--- src/sv/rba_pkg.sv ---
// Shared constants and types of the reference-counted block allocator.
package rba_pkg;

  // Fixed payload widths.
  localparam int MODE_W   = 2;
  localparam int ID_W     = 10;
  localparam int STATUS_W = 3;
  localparam int REF_W    = 16;
  localparam int LEVEL_W  = 11;

  // Parameter defaults.
  localparam int NUM_BLOCKS_DEF = 256;
  localparam int COUNT_BITS_DEF = 16;

  // Operation codes.
  localparam logic [MODE_W-1:0] MODE_ALLOC   = 2'd0;
  localparam logic [MODE_W-1:0] MODE_ADD_REF = 2'd1;
  localparam logic [MODE_W-1:0] MODE_RELEASE = 2'd2;
  localparam logic [MODE_W-1:0] MODE_QUERY   = 2'd3;

  // Result status codes.
  localparam logic [STATUS_W-1:0] STS_OK        = 3'd0;
  localparam logic [STATUS_W-1:0] STS_EMPTY     = 3'd1;
  localparam logic [STATUS_W-1:0] STS_UNKNOWN   = 3'd2;
  localparam logic [STATUS_W-1:0] STS_NOT_HELD  = 3'd3;
  localparam logic [STATUS_W-1:0] STS_SATURATED = 3'd4;

  // Commands from the controller to the datapath.
  typedef struct packed {
    logic clear;
    logic accept;
    logic commit;
  } rba_cmd_t;

  // Status from the datapath to the controller.
  typedef struct packed {
    logic clear_last;
    logic out_free;
  } rba_sts_t;

endpackage

--- src/sv/rba_ctrl.sv ---
// Sequencing state machine of the block allocator.
module rba_ctrl (
  input  logic              clk_i,
  input  logic              rst_ni,
  input  logic              in_valid_i,
  output logic              in_ready_o,
  input  rba_pkg::rba_sts_t sts_i,
  output rba_pkg::rba_cmd_t cmd_o
);

  localparam logic [1:0] ST_INIT = 2'd0;
  localparam logic [1:0] ST_IDLE = 2'd1;
  localparam logic [1:0] ST_EXEC = 2'd2;

  logic [1:0] state_q, state_d;

  always_comb begin
    state_d    = state_q;
    cmd_o      = '0;
    in_ready_o = 1'b0;
    case (state_q)
      ST_INIT: begin
        cmd_o.clear = 1'b1;
        if (sts_i.clear_last) begin
          state_d = ST_IDLE;
        end
      end
      ST_IDLE: begin
        in_ready_o = 1'b1;
        if (in_valid_i) begin
          cmd_o.accept = 1'b1;
          state_d      = ST_EXEC;
        end
      end
      ST_EXEC: begin
        // The item completes only once the result register can take it.
        if (sts_i.out_free) begin
          cmd_o.commit = 1'b1;
          state_d      = ST_IDLE;
        end
      end
      default: begin
        state_d = ST_INIT;
      end
    endcase
  end

  always_ff @(posedge clk_i or negedge rst_ni) begin
    if (!rst_ni) begin
      state_q <= ST_INIT;
    end else begin
      state_q <= state_d;
    end
  end

endmodule

--- config.mk ---
export PLATFORM = sky130hd
export DESIGN_NAME = rba_ctrl
export DESIGN_NICKNAME = d
export VERILOG_FILES = /design/src/sv/rba_pkg.sv /design/src/sv/rba_ctrl.sv
export SDC_FILE = /design/constraint.sdc
export NUM_CORES = 1
export LEC_CHECK = 0
export BUFFER_PORTS_ARGS = -buffer_cell sky130_fd_sc_hd__clkbuf_2
export CELL_PAD_IN_SITES_DETAIL_PLACEMENT = 0
export CELL_PAD_IN_SITES_GLOBAL_PLACEMENT = 1
export CORE_AREA = 2 2 39 41
export CTS_CLUSTER_SIZE = 25
export DETAILED_ROUTE_END_ITERATION = 10
export DIE_AREA = 0 0 41 43
export PLACE_DENSITY_LB_ADDON = 0.1
export SYNTH_ARGS = -nofsm -noshare
export SYNTH_HDL_FRONTEND = slang
export SYNTH_SLANG_ARGS = --single-unit
--- constraint.sdc ---
create_clock -name clk_i -period 1.42 [get_ports clk_i]
set_clock_uncertainty 0.2 [all_clocks]
set_input_delay 0.355 -clock clk_i [delete_from_list [all_inputs] [get_ports clk_i]]
set_output_delay 0.355 -clock clk_i [all_outputs]
set_load 0.05 [all_outputs]
==> flow_metrics.py <==
metrics = {
    "critical_path": {
        "regToRegStartpoint": "state_q[1]$_DFFE_PN0P_",
        "cp_slowest_cell": "dfrtp_1",
        "crit_arrival_ns": 1.04,
        "startpoint": "state_q[1]$_DFFE_PN0P_",
        "critical_path.endpoint_type": "output port",
        "path_class": "reg2out",
        "worstSetupStartpointType": "register",
        "cp.required_ns": 0.87,
        "cp_cell_sequence": "and3b_2 > buf_8",
        "cp_max_fo": 5,
        "r2r_setup_slack_ns": 0.10,
        "critPathMaxStageDelay_ns": 0.40,
    },
    "logic_synthesis": {
        "synthTopCellsByArea": "dfrtp_1 43%, mux2i_1 8.7%, and2b_2 7.6%, and3b_1 7.6%, o2bb2ai_1 7.6%",
        "yosys_warnings": 0,
        "yosys.area.top_type": "dfrtp_1",
        "syn_avg_cell_area_sq_um": 9.59,
        "yosysUniqueCellTypes": 10,
        "yosys.area.top_type_share_pct": 43.5,
        "synthesis.nets": 17,
        "syn_inst": 12,
        "synthesis.area_sq_um": 115,
        "ys_seq_elements": 2,
        "yosysSeqAreaShare_pct": 43.5,
    },
    "grt": {
        "grt_pass1_wl_microns": 517,
        "grt_pass1_vias": 145,
        "antenna_found_initial": 0,
        "grt-ovfl-total": 0,
        "grt_max_degree": 6,
        "grtUsageTotal_pct": 5.13,
    },
    "sta": {
        "timing.fmax_mhz": 625,
        "hold_viol": 0,
        "slew_headroom_pct": 91.4,
        "setup_violations": 4,
        "drv_slew": 0,
        "rsz0062_at_grt": "yes",
        "fin_ws_ns": -0.180,
        "tns_ns": -0.629,
        "period_share_pct": 113,
        "period_needed_ns": 1.60,
        "tightest_slew_ns": 0.126,
    },
    "power": {
        "power.density_mw_per_mm2": 2640,
        "leakagePower_nw": 0.144,
        "intPower_w": 0.000434,
        "p_sw_w": 0.000339,
        "power_frac_seq_pct": 16.0,
        "switching_share_pct": 43.9,
        "clkPwrFrac_pct": 16.4,
        "vdd_drop_max_mv": 0.554,
        "combPwrFrac_pct": 67.6,
    },
    "final_layout": {
        "reg_top3": "state_q (2)",
        "top_register": "state_q",
        "final_cells": 45,
        "nets": 36,
        "largest_register_ffs": 2,
        "final_area_sq_um": 293,
        "synthToLayoutAreaGrowth_pct": 154,
        "layout_commonest_cell": "buf_4",
        "nFillCells": 161,
        "layout_common_cells": "5 x buf_4, 4 x clkbuf_2, 4 x buf_8",
        "utilization_pct": 21.2,
        "antenna_cells": 0,
        "final_layout_size_suffix_gt1_share_pct": 72.4,
    },
    "placement": {
        "dpl_cell_area_sq_um": 204,
        "place.gp.congestion": 0.598,
        "dp.cells": 39,
        "portBuffers": 8,
    },
    "route": {
        "routed_wl_microns": 351,
        "wl_per_cell_microns": 7.80,
        "num_vias": 144,
        "drt_iter0_drc": 0,
        "vias_per_cell": 3.20,
        "drtAntennaViolNets": 0,
        "drtPass1Iterations": 1,
        "drc": 0,
    },
    "floorplan": {
        "die_w_microns": 41,
        "initial_core_util_pct": 8.32,
        "core-area_sq_mm": 0.00138,
        "row_count": 14,
        "die_area_sq_mm": 0.00176,
        "die_h_microns": 43,
        "ios": 9,
    },
    "hold_path": {
        "hp-class": "in2reg",
        "min_from": "in_valid_i",
    },
    "clocking": {
        "worstSkewPairLatency_ns": 0.22,
        "clkTransAtPathRegs_ns": 0.03,
        "cts_num_sinks": 2,
        "cts_tree": "built",
        "cts_made_buffers": 3,
        "htreeDepth": 1,
        "cts-root-buf": "clkbuf_4",
        "clockBufferDepth": 2,
    },
    "run": {
        "max_cap_viol_count": 0,
    },
    "run_status": {
        "outcome": "complete, but fails checks",
        "failed_checks": "setup timing",
    },
}
==> worst max-delay path, delay by kind of cell (launching register included) <==
family	cells	cell delay [ns]
buf+inv	1	0.15
simple gates	1	0.27
flops	1	0.40
==> path summary, 6_finish.rpt <==
| path | cells past startpoint | endpoint |
|---|---|---|
| worst max-delay path | 2 | cmd_o[1] |
| worst min-delay path | 3 | state_q[0]$_DFFE_PN0P_ |
| worst max register to register | 4 | state_q[1]$_DFFE_PN0P_ |
| worst min register to register | 2 | state_q[0]$_DFFE_PN0P_ |
| max in group asynchronous | 2 | state_q[0]$_DFFE_PN0P_ |
| min in group asynchronous | 2 | state_q[0]$_DFFE_PN0P_ |
==> power groups by stage <==
| stage | Sequential, W | Combinational, W | Clock [W] |
|---|---|---|---|
| detailed placement | 0.000127 | 0.000367 | 0 |
| CTS | 0.000125 | 0.000477 | 0.000138 |
| global placement | 0.000131 | 0.000366 | 0 |
| finish | 0.000124 | 0.000523 | 0.000127 |
| global route | 0.000131 | 0.000547 | 0.000145 |
| floorplan | 0.000120 | 0.000261 | 0 |
==> routing by layer <==
layer	GRT usage, %	vias up	part of all wire, %
li1	-	74	-
met5	0	-	0
met4	8.00	0	0
met3	1.57	0	4.8
met1	4.19	67	36
met2	7.19	3	59
==> stage by stage <==
stage,power [W],hold WS (ns),worst slack (ns)
global placement,0.000497,-0.0602,-0.0783
detailed placement,0.000494,-0.0572,-0.0645
floorplan,0.000382,-0.141,-0.0294
global route,0.000822,0.218,-0.224
finish,0.000773,0.225,-0.180
CTS,0.000740,0.216,-0.214
==> layout make-up <==
class / count / area (sq um) / area share (%)
Clock buffer: 3 / 22.5 / 7.69
Inverter: 1 / 3.75 / 1.28
Multi-Input combinational cell: 9 / 67.6 / 23.1
Sequential cell: 2 / 51.3 / 17.5
Tap cell: 16 / 20.0 / 6.84
Timing Repair Buffer: 14 / 128 / 43.6
==> cells in the mapped netlist, drive strengths merged <==
| master | n |
|---|---|
| inv | 1 |
| or2 | 1 |
| dfrtp | 2 |
| nor2 | 2 |
| and2b | 1 |
| and3b | 1 |
| o2bb2ai | 1 |
| nand2 | 1 |
| nor3b | 1 |
| mux2i | 1 |
==> logic make-up (layout without fill, tap and decap cells) <==
kind of cell    after synthesis  after routing  synth area share, %
simple gates                  7              7                 37.0
compound gates                1              1                 7.61
flops                         2              2                 43.5
mux                           1              1                 8.70
buf+inv                       1             18                 3.26
==> repair_timing <==
item / 4_1_cts / 5_1_grt
pin swaps: 1 / 2
buffers inserted: 1 / 1
setup endpoints to repair: 4 / 4
hold buffers: 1 / 0
gates resized for setup: 9 / 4
gates cloned: 0 / 0
hold endpoints to repair: 2 / 0
Note: power is estimated with default switching activity, not from simulation.
